===== config.mk =====
export PLATFORM = sky130hd
export DESIGN_NAME = tcw_ctrl
export DESIGN_NICKNAME = d
export VERILOG_FILES = /design/src/design/tcw_pkg.sv /design/src/design/tcw_ctrl.sv
export SDC_FILE = /design/constraint.sdc
export NUM_CORES = 1
export LEC_CHECK = 0
export ABC_AREA = 1
export BUFFER_PORTS_ARGS = -buffer_cell sky130_fd_sc_hd__buf_2
export CORE_AREA = 4 4 41 43
export CTS_CLUSTER_SIZE = 8
export DETAILED_ROUTE_END_ITERATION = 16
export DIE_AREA = 0 0 45 47
export MAX_ROUTING_LAYER = met4
export RECOVER_POWER = 50
export SLEW_MARGIN = 10
export SYNTH_ARGS = -nofsm -noshare
export SYNTH_HDL_FRONTEND = slang
export SYNTH_SLANG_ARGS = --single-unit

===== constraint.sdc =====
create_clock -name i_clk -period 1.35 [get_ports i_clk]
set_input_delay 0.2025 -clock i_clk [delete_from_list [all_inputs] [get_ports i_clk]]
set_output_delay 0.2025 -clock i_clk [all_outputs]
set_load 0.02 [all_outputs]

===== src/design/tcw_pkg.sv =====
// ============================================================================
// Text console writer package
// Screen geometry, field widths, character codes and the command and status
// bundles shared by the controller and the datapath.
// ============================================================================
package tcw_pkg;

    // Screen geometry.
    localparam int SCREEN_WIDTH  = 80;
    localparam int SCREEN_HEIGHT = 25;

    // Field widths fixed by the port definition.
    localparam int COL_W  = 7;
    localparam int ROW_W  = 5;
    localparam int LIN_W  = 11;
    localparam int CHAR_W = 8;
    localparam int CELL_W = 2 * CHAR_W;

    // Screen store: each physical row occupies a power-of-two stride of columns.
    localparam int ADDR_W    = ROW_W + COL_W;
    localparam int MEM_DEPTH = SCREEN_HEIGHT * (1 << COL_W);

    // Character codes with a control meaning.
    localparam logic [CHAR_W-1:0] CH_NEWLINE   = 8'd10;
    localparam logic [CHAR_W-1:0] CH_BACKSPACE = 8'd8;
    localparam logic [CHAR_W-1:0] CH_RETURN    = 8'd13;
    localparam logic [CHAR_W-1:0] CH_SPACE     = 8'd32;
    localparam logic [CHAR_W-1:0] ATTR_RESET   = 8'd7;

    // Item kinds.
    localparam logic KIND_PUT  = 1'b0;
    localparam logic KIND_READ = 1'b1;

    // Commands from the controller to the datapath.
    typedef struct packed {
        logic latch;      // capture the accepted input item
        logic exec;       // perform the put or issue the cell read
        logic clear_all;  // write one cell of the power-up sweep
        logic clear_row;  // write one cell of the scrolled-in bottom row
        logic load_out;   // load the result register
    } t_dp_cmd;

    // Status from the datapath to the controller.
    typedef struct packed {
        logic scroll;        // the current put item scrolls the screen
        logic clr_col_last;  // clear column counter is at the last column
        logic clr_row_last;  // clear row counter is at the last row
    } t_dp_stat;

    // Physical row that holds a visible row; both inputs are below the height.
    function automatic logic [ROW_W-1:0] phys_row(input logic [ROW_W-1:0] top,
                                                  input logic [ROW_W-1:0] vis);
        logic [ROW_W:0] sum;
        sum = {1'b0, top} + {1'b0, vis};
        if (sum >= (ROW_W+1)'(SCREEN_HEIGHT)) begin
            sum = sum - (ROW_W+1)'(SCREEN_HEIGHT);
        end
        return sum[ROW_W-1:0];
    endfunction

endpackage


===== src/design/tcw_ctrl.sv =====
// ============================================================================
// Text console controller
// Sequences the power-up clear, item execution, row clear on scroll and the
// result transfer.
// ============================================================================
module tcw_ctrl (
    input  logic               i_clk,
    input  logic               i_rst_n,
    input  logic               i_in_valid,
    output logic               o_in_ready,
    output logic               o_out_valid,
    input  logic               i_out_ready,
    input  logic               i_kind,
    output tcw_pkg::t_dp_cmd   o_cmd,
    input  tcw_pkg::t_dp_stat  i_stat
);

    typedef enum logic [2:0] {
        S_CLEAR,
        S_IDLE,
        S_EXEC,
        S_SCROLL,
        S_DONE
    } t_state;

    t_state r_state;
    logic   r_out_valid;
    logic   w_in_fire;
    logic   w_out_fire;
    logic   w_out_free;
    logic   w_is_read;

    assign o_in_ready  = (r_state == S_IDLE);
    assign o_out_valid = r_out_valid;
    assign w_in_fire   = i_in_valid && o_in_ready;
    assign w_out_fire  = r_out_valid && i_out_ready;
    assign w_out_free  = !r_out_valid || i_out_ready;

    // The kind bit is captured with the item; the controller sees it live
    // only in the accept cycle, so keep a copy.
    logic r_is_read;
    assign w_is_read = r_is_read;

    // Commands decoded from the state.
    always_comb begin
        o_cmd           = '0;
        o_cmd.latch     = w_in_fire;
        o_cmd.exec      = (r_state == S_EXEC);
        o_cmd.clear_all = (r_state == S_CLEAR);
        o_cmd.clear_row = (r_state == S_SCROLL);
        o_cmd.load_out  = (r_state == S_DONE) && w_out_free;
    end

    // State and result valid flag.
    always_ff @(posedge i_clk) begin
        if (!i_rst_n) begin
            r_state     <= S_CLEAR;
            r_out_valid <= 1'b0;
            r_is_read   <= 1'b0;
        end else begin
            if (w_out_fire) begin
                r_out_valid <= 1'b0;
            end
            case (r_state)
                S_CLEAR: begin
                    if (i_stat.clr_col_last && i_stat.clr_row_last) begin
                        r_state <= S_IDLE;
                    end
                end
                S_IDLE: begin
                    if (w_in_fire) begin
                        r_is_read <= (i_kind == tcw_pkg::KIND_READ);
                        r_state   <= S_EXEC;
                    end
                end
                S_EXEC: begin
                    if (!w_is_read && i_stat.scroll) begin
                        r_state <= S_SCROLL;
                    end else begin
                        r_state <= S_DONE;
                    end
                end
                S_SCROLL: begin
                    if (i_stat.clr_col_last) begin
                        r_state <= S_DONE;
                    end
                end
                S_DONE: begin
                    if (w_out_free) begin
                        r_out_valid <= 1'b1;
                        r_state     <= S_IDLE;
                    end
                end
                default: begin
                    r_state <= S_IDLE;
                end
            endcase
        end
    end

    // An accepted item is executed in the very next cycle.
    a_accept_exec: assert property (@(posedge i_clk) disable iff (!i_rst_n)
        w_in_fire |=> (r_state == S_EXEC))
        else $error("accepted item was not executed next cycle");

    // A result only appears after the result load step.
    a_result_from_done: assert property (@(posedge i_clk) disable iff (!i_rst_n)
        $rose(r_out_valid) |-> ($past(r_state) == S_DONE))
        else $error("result valid raised outside the result load step");

endmodule


# Word level (Yosys, flattened, before mapping)
# Index checks and enable logic that the tools add are counted.
# Widths: inputs -> output; s select.
# totals
memories	0
mem_bits_rw	0
reg_bits	5
output_inout_bits	7
mem_bits_ro	0
latchBits	0
inputBits	8
# op_classes
eq_ne	8
multipliers	0
shifts	0
n_addsub	0
bitwise_logic	0
div	0
n_reduce_logical	11
mux	9
magnitude_cmp	0
# op_table
operator	count
$mux 3	5
$pmux 3 s5	1
$eq 3x2->1 const B	2
$ne 2x1->1 const B	3
$logic_and 1x1->1	5
$reduce_and 4->1	1
$eq 3x1->1 const B	1
$eq 3x3->1 const B	1
$logic_not 3->1	1
$mux 1	3
$logic_not 1->1	2
$ne 2x2->1 const B	1
$reduce_and 2->1	1
$logic_or 1x1->1	1

# Depth between registers and ports, before layout
# Gate-level depths: netlist of run 1.
# logic_depth
depth_word	4
ltp_mapped	8

# Least setup slack after synthesis of run 1
# Ideal clock, no wire load.
# synth_path
kind	register to output
start	register r_state[2]
end	output o_cmd[3] in the netlist's numbering
stages_incl_launch_ff	3
arrival_ps	943
slack_ps	204
n_path_buf	1
required_ps	1148
path_cell_list	dfxtp_1 -> buf_4 -> nor3_1
# synth_rtl
element	line	rtl
start, declared	tcw_ctrl.sv:26	t_state r_state;
start signal, assigned	tcw_ctrl.sv:57	r_state <= S_CLEAR;
start signal, assigned	tcw_ctrl.sv:67	r_state <= S_IDLE;
start signal, assigned	tcw_ctrl.sv:73	r_state <= S_EXEC;
end, declared	tcw_ctrl.sv:14	output tcw_pkg::t_dp_cmd o_cmd,

==> results of run 1 <==
worst reg2reg max path, cell delays in order, from the launching register on:
cell and delay (ns):
dfxtp_2 0.43, inv_2 0.09, nand3_1 0.13, nand2_2 0.08, nor2_2 0.15, nand2_1 0.07
nand2_1 0.07, nor2_2 0.03
area by class of cell:
class	count	share of cell area, %
Clock buffer	4	5.44
Inverter	10	7.77
Multi-Input combinational cell	42	44.3
Sequential cell	5	22.0
Tap cell	15	3.89
Timing Repair Buffer	14	16.6
kinds of logic after synthesis:
group	after synthesis	share of synthesized area, %
compound gates	6	8.60
buf+inv	12	15.1
flops	5	28.7
simple gates	36	47.7
per-stage QoR:
step / cells / hold slack [ns] / setup slack (ns) / cell area (µm²) / util, %
finish: 90 / 0.233 / 0.0246 / 483 / 37.1
global route: 90 / 0.243 / -0.0417 / 483 / 37.1
floorplan: 59 / 0.334 / 0.204 / 349 / -
global placement: 86 / 0.463 / 0.0944 / 423 / 32.5
detailed placement: 86 / 0.475 / 0.105 / 423 / 32.5
CTS: 90 / 0.228 / -0.0196 / 454 / 34.9
layout by cell type, fill, tap and decap left out:
cell	netlist	layout
nor2_4	1	3
dfxtp_4	0	1
nor2_2	3	3
buf_6	0	1
nor2_1	10	8
nor3_1	3	3
nand3_1	6	6
clkbuf_1	0	2
buf_4	2	2
inv_2	1	1
o21ai_1	1	1
nand2_1	11	10
dfxtp_1	5	2
a21oi_1	5	5
dfxtp_2	0	2
clkbuf_4	0	3
buf_2	0	10
inv_1	9	9
nand2_2	2	3
per-layer routing:
metal / part of all wire, % / GRT usage [%] / routed length, µm
met1: 39 / 10.0 / 345
met2: 54 / 15.8 / 473
met4: 0.69 / 7.02 / 6
met5: 0 / - / 0
met3: 5.5 / 1.15 / 48
state kept, by name (all words and copies together) (netlist names):
register and count:
r_is_read 1, o_out_valid 1, r_state 3
what timing repair did:
item | 4_1_cts | 5_1_grt
gates resized for setup | 3 | 10
endpoints found under the setup margin | 3 | 3
pin swaps | 0 | 1
hold buffers | 0 | 0
endpoints found under the hold margin | 0 | 0
power by group through the flow:
stage	Clock [mW]	Sequential, mW	Combinational [mW]
final	0.165	0.323	0.678
after detailed placement	0	0.295	0.611
after global routing	0.178	0.333	0.768
after floorplan	0	0.256	0.520
after global placement	0	0.291	0.614
after CTS	0.173	0.300	0.619
worst paths after layout:
kind,cells after the start,endpoint,start
max,5,o_cmd[4],r_state[0]$_SDFFE_PN0P_
min,3,r_is_read$_SDFFE_PN0P_,i_kind
max reg2reg,7,r_state[2]$_SDFFE_PN0P_,r_state[2]$_SDFFE_PN0P_
min reg2reg,2,o_out_valid$_SDFF_PN0_,o_out_valid$_SDFF_PN0_
==> flow_summary.toml, run 1 <==
[outcome]
run_status = "finished clean"

[timing]
rsz0062_at_grt = "yes"
min_period_over_period_pct = 98.2
finalHoldViolCount = 0
max_freq_mhz = 754
min_period_ns = 1.33
relSlewSlack_pct = 82.9
setup_viol = 0
tns_ns = 0
skew_ns = 0.00152
maxSlewViolCount = 0
tightest_slew_ns = 0.257

[pwr]
peakVddDrop_mv = 0.790
p_leak_nw = 0.249
p_comb_share_pct = 58.2
p_clk_share_pct = 14.1
power_density_mw_per_mm2 = 2410
p_int_mw = 0.581
switchingPower_mw = 0.584
switching_share_pct = 50.2
pwr-share-seq_pct = 27.7
power.total_mw = 1.17

[global_routing]
grt_antenna_before_repair = 0
grt-ovfl-total = 0
grt_pass1_wl_um = 1410
track_usage_pct = 9.40
grt_pass1_vias = 375
grt_start_max_net_pins = 9

[floorplanning]
initial_core_util_pct = 26.8
core_area_mm2 = 0.00130
pin_count = 15
fp.dieH_um = 47
rows = 13
fp.dieW_um = 45
dieArea_mm2 = 0.00212

[synth]
synthTopCellsByArea = "dfxtp_1 (29%), nand2_1 (12%), nor2_1 (11%), inv_1 (9.7%), nand3_1 (8.6%)"
yosysTopAreaCell = "dfxtp_1"
synthesis.nets = 67
synth.ff_latch_count = 5
synth_common_cells = "nand2_1 (11), nor2_1 (10), inv_1 (9)"
syn_area_um2 = 349
yosysMostFrequentCell = "nand2_1"
postSynthCellCount = 59
synth_area_per_cell_um2 = 5.92
seq_area_frac_synth_pct = 28.7
synth_flop_cell = "dfxtp_1"
async_reset_ff_share_pct = 0
synth_top_area_share_pct = 28.7
synth_cell_types = 13
synth_edf_count = 0
ys_warn_count = 0

[placement]
hpwl_um = 683
portBuffers = 14
gp_congestion = 0.789

[routing]
wl_per_cell_um = 9.71
vias_per_cell = 4.32
drc = 0
routed_wl_um = 874
num_vias = 389
ant_nets = 0
dr.first_iter.drc_count = 3
drtPass1Iterations = 4

[finish]
layout-drive-gt1-share_pct = 38.7
nFillCells = 150
area_growth_pct = 38.4
fin_nets = 84
n_antenna_cell = 0
multi_input_area_um2 = 214
final-seq-area_um2 = 106

[critical_path]
critPathMaxStageDelay_ns = 0.37
worst_setup_path_end_kind = "output port"
start_kind = "register"
critPathTopFamily = "flip-flops"
worstPathArrival_ns = 1.12
crit_chain = "inv_1 -> nor2_2 -> nand2_2 -> nor2_4 -> buf_6"
required_ns = 1.15
worst-setup-path-type = "reg2out"
crit_buf_inv = 2
path_max_fanout = 5
r2r_slack_ns = 0.20
slowest_stage = "dfxtp_4"

[clocking]
clk_path_buf_depth = 2
htreeDepth = 1
numClockSinks = 5
cts.clk_slew.worst_paths_ns = 0.04
cts_setup_buffers = 0
clkLatencyLatePin_ns = 0.23
cts_tree = "yes"
numCtsBuffers = 3
cts-root-buf = "clkbuf_4"

[hold_path]
hold_class = "in2reg"

[run]
cap_violations = 0
(Power assumes the default switching activity.)
==> run 2: changes to the inputs <==
--- a/config.mk
+++ b/config.mk
@@ -7,11 +7,14 @@
 export LEC_CHECK = 0
 export ABC_AREA = 1
 export BUFFER_PORTS_ARGS = -buffer_cell sky130_fd_sc_hd__buf_2
+export CELL_PAD_IN_SITES_DETAIL_PLACEMENT = 0
+export CELL_PAD_IN_SITES_GLOBAL_PLACEMENT = 1
 export CORE_AREA = 4 4 41 43
 export CTS_CLUSTER_SIZE = 8
 export DETAILED_ROUTE_END_ITERATION = 16
 export DIE_AREA = 0 0 45 47
 export MAX_ROUTING_LAYER = met4
+export PLACE_DENSITY_LB_ADDON = 0.1
 export RECOVER_POWER = 50
 export SLEW_MARGIN = 10
 export SYNTH_ARGS = -nofsm -noshare
==> constraint.sdc (replaced) <==
create_clock -name i_clk -period 1.35 [get_ports i_clk]
set_input_delay 0 -clock i_clk [delete_from_list [all_inputs] [get_ports i_clk]]
set_output_delay 0 -clock i_clk [all_outputs]
set_load 0.02 [all_outputs]
==> run 2 against run 1 <==
Compared with the run above:
- critical endpoint unchanged
- die area unchanged
- via count is 2.8% lower
- combinational power shrank 12%
- global-route usage up 0.47 points
- register-to-register slack gained 0.02 ns
- sequential share of layout area is 0.95 points higher
- critical path depth stayed put
- critical path type unchanged
- non-clock buffer count is the same
- cell count unchanged
==> flow_summary.toml, run 2 (synthesis results as in run 1) <==
[pwr]
power_density_mw_per_mm2 = 2380
p_leak_nw = 0.233
switchingPower_mw = 0.542
peakVddDrop_mv = 0.744
p_comb_share_pct = 56.2
p_int_mw = 0.519
pwr-share-seq_pct = 28.3
switching_share_pct = 51.1
p_clk_share_pct = 15.5

[clocking]
htreeDepth = 1
cts_tree = "yes"
numCtsBuffers = 3
cts_hold_buf = 0
numClockSinks = 5
cts.repair.resized = 0
cts-root-buf = "clkbuf_4"
cts_setup_buffers = 0
clk_path_buf_depth = 2
clkLatencyLatePin_ns = 0.23
cts.clk_slew.worst_paths_ns = 0.04

[floorplanning]
fp.dieH_um = 47
rows = 13
fp.dieW_um = 45
dieArea_mm2 = 0.00212
core_area_mm2 = 0.00130
pin_count = 15
initial_core_util_pct = 26.8

[timing]
min_period_ns = 1.17
finalHoldViolCount = 0
tightest_slew_ns = 0.252
maxSlewViolCount = 0
max_freq_mhz = 858
tns_ns = 0
rsz0062_at_grt = "no"
setup_viol = 0
relSlewSlack_pct = 83.3
min_period_over_period_pct = 86.4
skew_ns = 0.000439

[routing]
drc = 0
num_vias = 378
dr.first_iter.drc_count = 5
vias_per_cell = 4.20
routed_wl_um = 801
ant_nets = 0
drtPass1Iterations = 2
wl_per_cell_um = 8.90

[critical_path]
critPathMaxStageDelay_ns = 0.36
worst-setup-path-type = "reg2out"
crit_chain = "inv_1 -> nor2_1 -> nand2_1 -> nor2_2 -> buf_2"
rr_worst_depth = 6
worst_setup_path_end_kind = "output port"
required_ns = 1.35
slowest_stage = "dfxtp_2"
worstPathArrival_ns = 1.17
path_max_fanout = 5
start_kind = "register"

[finish]
final_cell_mix = "nand2_1 (11), nor2_1 (10), buf_2 (10)"
layout-drive-gt1-share_pct = 29.3
largest_reg_flops = 3
nFillCells = 171
fin_util_pct = 34.3
instances_no_fill = 90
area_growth_pct = 28.0
regMostFlops = "r_state"
n_antenna_cell = 0
mostFrequentLayoutCell = "nand2_1"
fin_nets = 84

[placement]
gp_congestion = 0.681
portBuffers = 14
dp_cells = 86
hpwl_um = 668

[global_routing]
grt_pass1_vias = 367
grt_pass1_wl_um = 1410
track_usage_pct = 9.87
grt-ovfl-total = 0
grt_start_max_net_pins = 9
grt_antenna_before_repair = 0

[hold_path]
hold_class = "in2reg"
hold_depth = 3

[run]
cap_violations = 0

[outcome]
run_status = "finished clean"
run 2: cell count changes in the layout (fill, tap and decap cells not counted):
cell      change
buf_4         -2
nand2_1       +1
clkbuf_1      +3
dfxtp_4       -1
nand2_2       -1
dfxtp_1       +1
buf_6         -1
nor2_4        -2
nor2_1        +2
run 2: per-stage QoR:
stage / power, mW / hold slack, ns / setup WS (ns) / instance area (µm²)
floorplan: 0.776 / 0.132 / 0.260 / 349
detailed placement: 0.909 / 0.255 / 0.105 / 423
finish: 1.06 / 0.0120 / 0.184 / 447
CTS: 1.09 / 0.00240 / 0.0940 / 449
global route: 1.20 / 0.0252 / 0.0517 / 447
global placement: 0.920 / 0.247 / 0.0721 / 423
run 2: routing by layer:
layer	share of wire [%]	GRT usage [%]	up-vias	routed length (µm)
met5	0	-	-	0
met1	51	12.0	152	405
met2	42	13.3	8	335
met4	1.1	10.5	0	9
met3	6.4	1.15	2	51
li1	-	-	216	-
run 2: area by class of cell:
cell class / count / area, µm² / share of cell area (%)
Clock buffer: 4 / 26.3 / 5.88
Inverter: 10 / 37.5 / 8.40
Multi-Input combinational cell: 42 / 196 / 44.0
Timing Repair Buffer: 14 / 65.1 / 14.6
Sequential cell: 5 / 103 / 23.0
Tap cell: 15 / 18.8 / 4.20
run 2: final timing paths:
kind | startpoint | end | slack (ns)
worst min register to register | o_out_valid$_SDFF_PN0_ | o_out_valid$_SDFF_PN0_ | 0.50
worst min-delay path | i_kind | r_is_read$_SDFFE_PN0P_ | 0.01
worst max-delay path | r_state[0]$_SDFFE_PN0P_ | o_cmd[4] | 0.18
worst max register to register | r_state[1]$_SDFFE_PN0P_ | r_state[1]$_SDFFE_PN0P_ | 0.22
run 2: power by group through the flow:
stage,clock network [mW],registers [mW],logic [mW]
detailed placement,0,0.298,0.611
global placement,0,0.302,0.618
finish,0.165,0.300,0.597
floorplan,0,0.256,0.520
CTS,0.177,0.295,0.616
global route,0.182,0.314,0.699
run 2: critical path, delay by kind of cell (launching register included):
family	cells	cell delay (ns)
AND/OR/NAND/NOR	3	0.33
buffers and inverters	2	0.23
flip-flops	1	0.36
